## src/odch_fifo.sv

```systemverilog
module odch_fifo #(
  parameter int unsigned WIDTH = 442,
  parameter int unsigned DEPTH = 2
) (
  input  logic             clk_i,
  input  logic             rst_ni,
  input  logic             push_i,
  input  logic [WIDTH-1:0] data_i,
  output logic             ready_o,
  output logic             valid_o,
  output logic [WIDTH-1:0] data_o,
  input  logic             pop_i
);

  localparam int unsigned PW = (DEPTH > 1) ? $clog2(DEPTH) : 1;
  localparam int unsigned NW = $clog2(DEPTH + 1);

  logic [WIDTH-1:0] slot_q [DEPTH];
  logic [PW-1:0]    wr_ptr_q;
  logic [PW-1:0]    rd_ptr_q;
  logic [NW-1:0]    count_q;
  logic             do_push;
  logic             do_pop;

  assign ready_o = (count_q != NW'(DEPTH));
  assign valid_o = (count_q != '0);
  assign data_o  = slot_q[rd_ptr_q];
  assign do_push = push_i && ready_o;
  assign do_pop  = pop_i && valid_o;

  // Pointers and fill level.
  always_ff @(posedge clk_i or negedge rst_ni) begin
    if (!rst_ni) begin
      wr_ptr_q <= '0;
      rd_ptr_q <= '0;
      count_q  <= '0;
    end else begin
      if (do_push) begin
        wr_ptr_q <= (wr_ptr_q == PW'(DEPTH - 1)) ? '0 : wr_ptr_q + PW'(1);
      end
      if (do_pop) begin
        rd_ptr_q <= (rd_ptr_q == PW'(DEPTH - 1)) ? '0 : rd_ptr_q + PW'(1);
      end
      if (do_push && !do_pop) begin
        count_q <= count_q + NW'(1);
      end else if (do_pop && !do_push) begin
        count_q <= count_q - NW'(1);
      end
    end
  end

  always_ff @(posedge clk_i) begin
    if (do_push) begin
      slot_q[wr_ptr_q] <= data_i;
    end
  end

endmodule

```

## config.mk

```make
export PLATFORM = sky130hd
export DESIGN_NAME = odch_fifo
export DESIGN_NICKNAME = d
export VERILOG_FILES = /design/src/odch_fifo.sv
export SDC_FILE = /design/constraint.sdc
export NUM_CORES = 1
export LEC_CHECK = 0
export BUFFER_PORTS_ARGS = -buffer_cell sky130_fd_sc_hd__buf_4
export CORE_AREA = 2 2 346 348
export CTS_CLUSTER_SIZE = 40
export DETAILED_ROUTE_END_ITERATION = 16
export DIE_AREA = 0 0 348 350
export MAX_ROUTING_LAYER = met4
export PLACE_DENSITY = 0.53
export SYNTH_ARGS = -nofsm -noshare
export SYNTH_HDL_FRONTEND = slang
export SYNTH_SLANG_ARGS = --single-unit
```

## constraint.sdc

```tcl
create_clock -name clk_i -period 49.9 [get_ports clk_i]
set_input_delay 2.495 -clock clk_i [delete_from_list [all_inputs] [get_ports clk_i]]
set_output_delay 2.495 -clock clk_i [all_outputs]
set_load 0.1 [all_outputs]
```

== Yosys cells after proc, flatten, opt, wreduce, memory -nomap -nowiden ==
Memory sizes are Yosys's and may differ from the RTL's.
Cells that the tools add are included.
Operators by class
  $mul: 0
  div/mod/pow operators: 0
  $lt $le $gt $ge: 0
  $add $sub $neg: 4
  bitwise gates (word level): 0
  shift-type cells: 0
  muxes and demuxes: 6
  eq/ne operators: 1
  reductions and logical operators: 8
Operator list (number)
  1-bit logical AND: 4
  1-bit 2-to-1 mux: 4
  2-bit 2-to-1 mux: 2
  2-bit nonzero test: 2
  1-bit adder, second input constant: 2
  2-bit by 1-bit adder with 2-bit output, second input constant: 1
  1-bit zero test: 2
  2-bit inequality test, second input constant: 1
  2-bit by 1-bit subtractor with 2-bit output, second input constant: 1
Word-level totals
  memories: 1
  output and inout bits: 444
  memory bits (writable): 884
  register bits: 4
  latch bits: 0
  word-level logic and storage cells: 23
  input port bits: 446
  memory bits (read-only): 0
Memory list
  slot_q: depth 2, width 442, read ports 1, clocked after memory_dff 0, wr ports 1, RTL line 18  | logic [WIDTH-1:0] slot_q [DEPTH];

== Logic depth before layout (Yosys ltp) ==
  word-level depth: 6
  mapped depth: 7
  mapped depth without buffers: 7

== Worst setup path after synthesis ==
Ideal clock, no wire load.
  path type: input to register
  from: in push_i
  to: mem slot_q[0][0] (enable)
  data required time: 48641 ps
  path buffers: 0
  setup slack: 27695 ps
  stages: 2
  setup time: 1259 ps
  data arrival time: 20946 ps
  cells stage by stage: nand2_1 nor2_1
Between the ends
  cells in the longest elaborated chain, start to end: 3
RTL lines
  from (decl): RTL line 7  | input logic push_i,
  1-bit logical AND: RTL line 28  | assign do_push = push_i && ready_o;
  1-bit 2-to-1 mux: RTL line 53  | if (do_push) begin
  1-bit 2-to-1 mux (not written as such): RTL line 54  | slot_q[wr_ptr_q] <= data_i;
  to (decl): RTL line 18
Every way passes these cells.

== Worst setup path after layout ==
  from: reg rd_ptr_q
  to: out data_o[437]
Between the ends
  cells in the longest elaborated chain, start to end: 1
RTL lines
  from (decl): RTL line 20  | logic [PW-1:0] rd_ptr_q;
  from (signal assigned): RTL line 42  | rd_ptr_q <= (rd_ptr_q == PW'(DEPTH - 1)) ? '0 : rd_ptr_q + PW'(1);
  memory read 2 x 442 bit
  to (decl): RTL line 11  | output logic [WIDTH-1:0] data_o,
Every way passes these cells.

==> impl_metrics.csv <==
group,metric,value,unit
synthesis,ys_ff_latch,888,
synthesis,yosysSeqAreaShare,0.803,
synthesis,avgSynthCellArea,23.8,sq um
clocking,cts_max_level,3,
placed_design,io_buffers,889,
global_routing,use_met2,0.248,
layout,drive_gt1_frac,0.612,
synthesis,synthTopCellsByArea,"edfxtp_1, mux2_4, mux2_2, buf_6, dfrtp_1",
status,status,"completed",
global_routing,grt_max_degree,167,
sta,slew_violations,0,
drt,drcViolationCount,0,
layout,n_fill_cell,10800,
setup_path,crit_path_frequent_cell,"buf_4",
layout,fin_nets,2795,
floorplan,core.rowCount,126,
drt,drtPass1Iterations,4,
setup_path,worstPathRequired,47.40,ns
synthesis,syn_nets,1840,
layout,final_common_cell,"buf_4",
synthesis,yosysWarningCount,0,
sta,finalHoldViolCount,0,
sta,setup_violations,0,
placed_design,dp_hpwl,60600,um
layout,final_cell_mix,"buf_4, edfxtp_1, mux2_4, mux2_2, clkbuf_16",
setup_path,start_kind,"register",
synthesis,netlist.area_leader.share,0.800,
layout,area_delta_synth_final,34.5,%
synthesis,synthDistinctLibCells,16,
clocking,cts_hold_buf,0,
sta,whs,0.519,ns
sta,relSlewSlack,0.148,
setup_path,worstPathCellList,"buf_12 -> buf_4 -> mux2_2 -> buf_4",
drt,routed_via_density,4.19,
clocking,root_buffer,"clkbuf_16",
global_routing,grt_antenna_before_repair,12,
synthesis,syn_area,33200,sq um
global_routing,busiest_layer,"met2",
drt,drtIter0Drc,903,
setup_path,reg2reg_to,"slot_q[1][229]",
floorplan,die_w,348,um
sta,fin_setup_tns,0,ns
clocking,worstSkewPairLatency,0.65,ns
floorplan,core,118000,sq um
sta,worst_pin_slew,1.28,ns
sta,finalCritPeriodShare,0.139,
clocking,clock-sinks,888,
setup_path,timing.rr.start,"count_q[0]",
sta,clock_skew,0.0252,ns
sta,rsz0062_at_grt,"no",
clocking,clockBufferDepth,3,
drt,detail-route-antenna-nets,0,
global_routing,grt_use_met1,0.133,
floorplan,die-area,122000,sq um
setup_path,worst_path_largest_cell_delay,1.13,ns
floorplan,initial_utilization,0.282,
setup_path,cp-end-kind,"primary output",
setup_path,cp_max_fo,132,
setup_path,crit_start,"rd_ptr_q",
floorplan,die_y,350,um
drt,drt_wl_total,85000,um
sta,min_period,6.92,ns
setup_path,crit_type,"register to primary output",
setup_path,crit_path_end,"data_o[437]",
global_routing,track_usage,0.136,
placed_design,gp_congestion,0.799,
clocking,cts_buffers,98,
clocking,cts_resized,0,
setup_path,cp_slowest_cell,"dfrtp_4",
global_routing,grt_util_met3,0.0442,
global_routing,grt_pass1_vias,17800,
clocking,cts_tree,"yes",
global_routing,grt_pass1_wl,118000,um
setup_path,rrSetupSlack,45.21,ns
drt,wl_per_cell,21.4,um
floorplan,io_pins,890,
sta,fmax,0.144,GHz
drt,vias,16600,
setup_path,arrival,4.43,ns
synthesis,synth_area_leader_cell,"edfxtp_1",
clocking,path_clk_slew,0.06,ns
setup_path,worstRegToRegCells,5,
synthesis,synthCells,1393,
clocking,cts_setup_buffers,0,
global_routing,grt.overflow.total,0,
flow_run,drv_cap,0,
hold_path,hold_class,"register to register",
[worst max-delay path, delay by kind of cell, from the launching register on]
kind | cells | cell delay (ns)
buffers and inverters | 3 | 1.71
DFF | 1 | 1.13
muxes | 1 | 0.42
[layer usage]
metal  up-vias  share of wire
li1       7516              -
met1      8412           0.35
met3       126          0.071
met4         0          0.029
met5         -              0
met2       558           0.55
[per-stage QoR]
step                area [sq um]  cells  setup WS (ns)   util
floorplan                  33200   1393          27.70      -
global placement           41500   3784          43.38  0.352
detailed placement         41500   3784          43.27  0.352
CTS                        44600   3954          42.97  0.379
global route               44600   3966          42.74  0.379
finish                     44600   3966          42.98  0.379
[how the worst min path moves through the flow]
stage | start | to | slack (ns) | cells past startpoint
global placement | count_q[1] | count_q[1] | 0.47 | 1
CTS | count_q[1] | count_q[1] | 0.52 | 1
detailed placement | count_q[1] | count_q[1] | 0.50 | 1
floorplan | count_q[1] | count_q[1] | 0.46 | 1
finish | count_q[1] | count_q[1] | 0.52 | 1
global route | count_q[1] | count_q[1] | 0.55 | 1
[flip-flops by register name, summed over array words and instances (netlist names)]
signal and count:
slot_q 884, count_q 2, rd_ptr_q 1, wr_ptr_q 1
[kinds of logic after synthesis]
family                     Yosys count  share of synthesized area
xor gates and xnor gates             5                    0.00132
adders and majority gates            1                   0.000377
buffers and inverters               50                     0.0132
DFF                                888                      0.803
muxes                              442                      0.181
and+or+nand+nor                      7                    0.00102
[cell type report]
type / instances / area [sq um] / area share
timing repair buffer: 904 / 6820 / 0.153
clock buffer: 119 / 2550 / 0.0572
sequential: 888 / 26600 / 0.597
multi-input combinational: 455 / 6090 / 0.137
tap: 1536 / 1920 / 0.0431
inverter: 1 / 3.75 / 0.0000842
antenna: 12 / 30.0 / 0.000673
clock inverter: 51 / 531 / 0.0119
[synth_stat cells]
| library cell | number |
|---|---|
| and3_1 | 1 |
| buf_2 | 18 |
| buf_4 | 1 |
| buf_6 | 30 |
| dfrtp_1 | 4 |
| edfxtp_1 | 884 |
| ha_1 | 1 |
| inv_1 | 1 |
| mux2_2 | 172 |
| mux2_4 | 270 |
| nand2_1 | 2 |
| nand2b_1 | 1 |
| nor2_1 | 2 |
| or2_2 | 1 |
| xnor2_1 | 3 |
| xor2_1 | 2 |
Power is not shown: default switching activity piles up to over one toggle a cycle in this logic, so the estimate is an artifact.
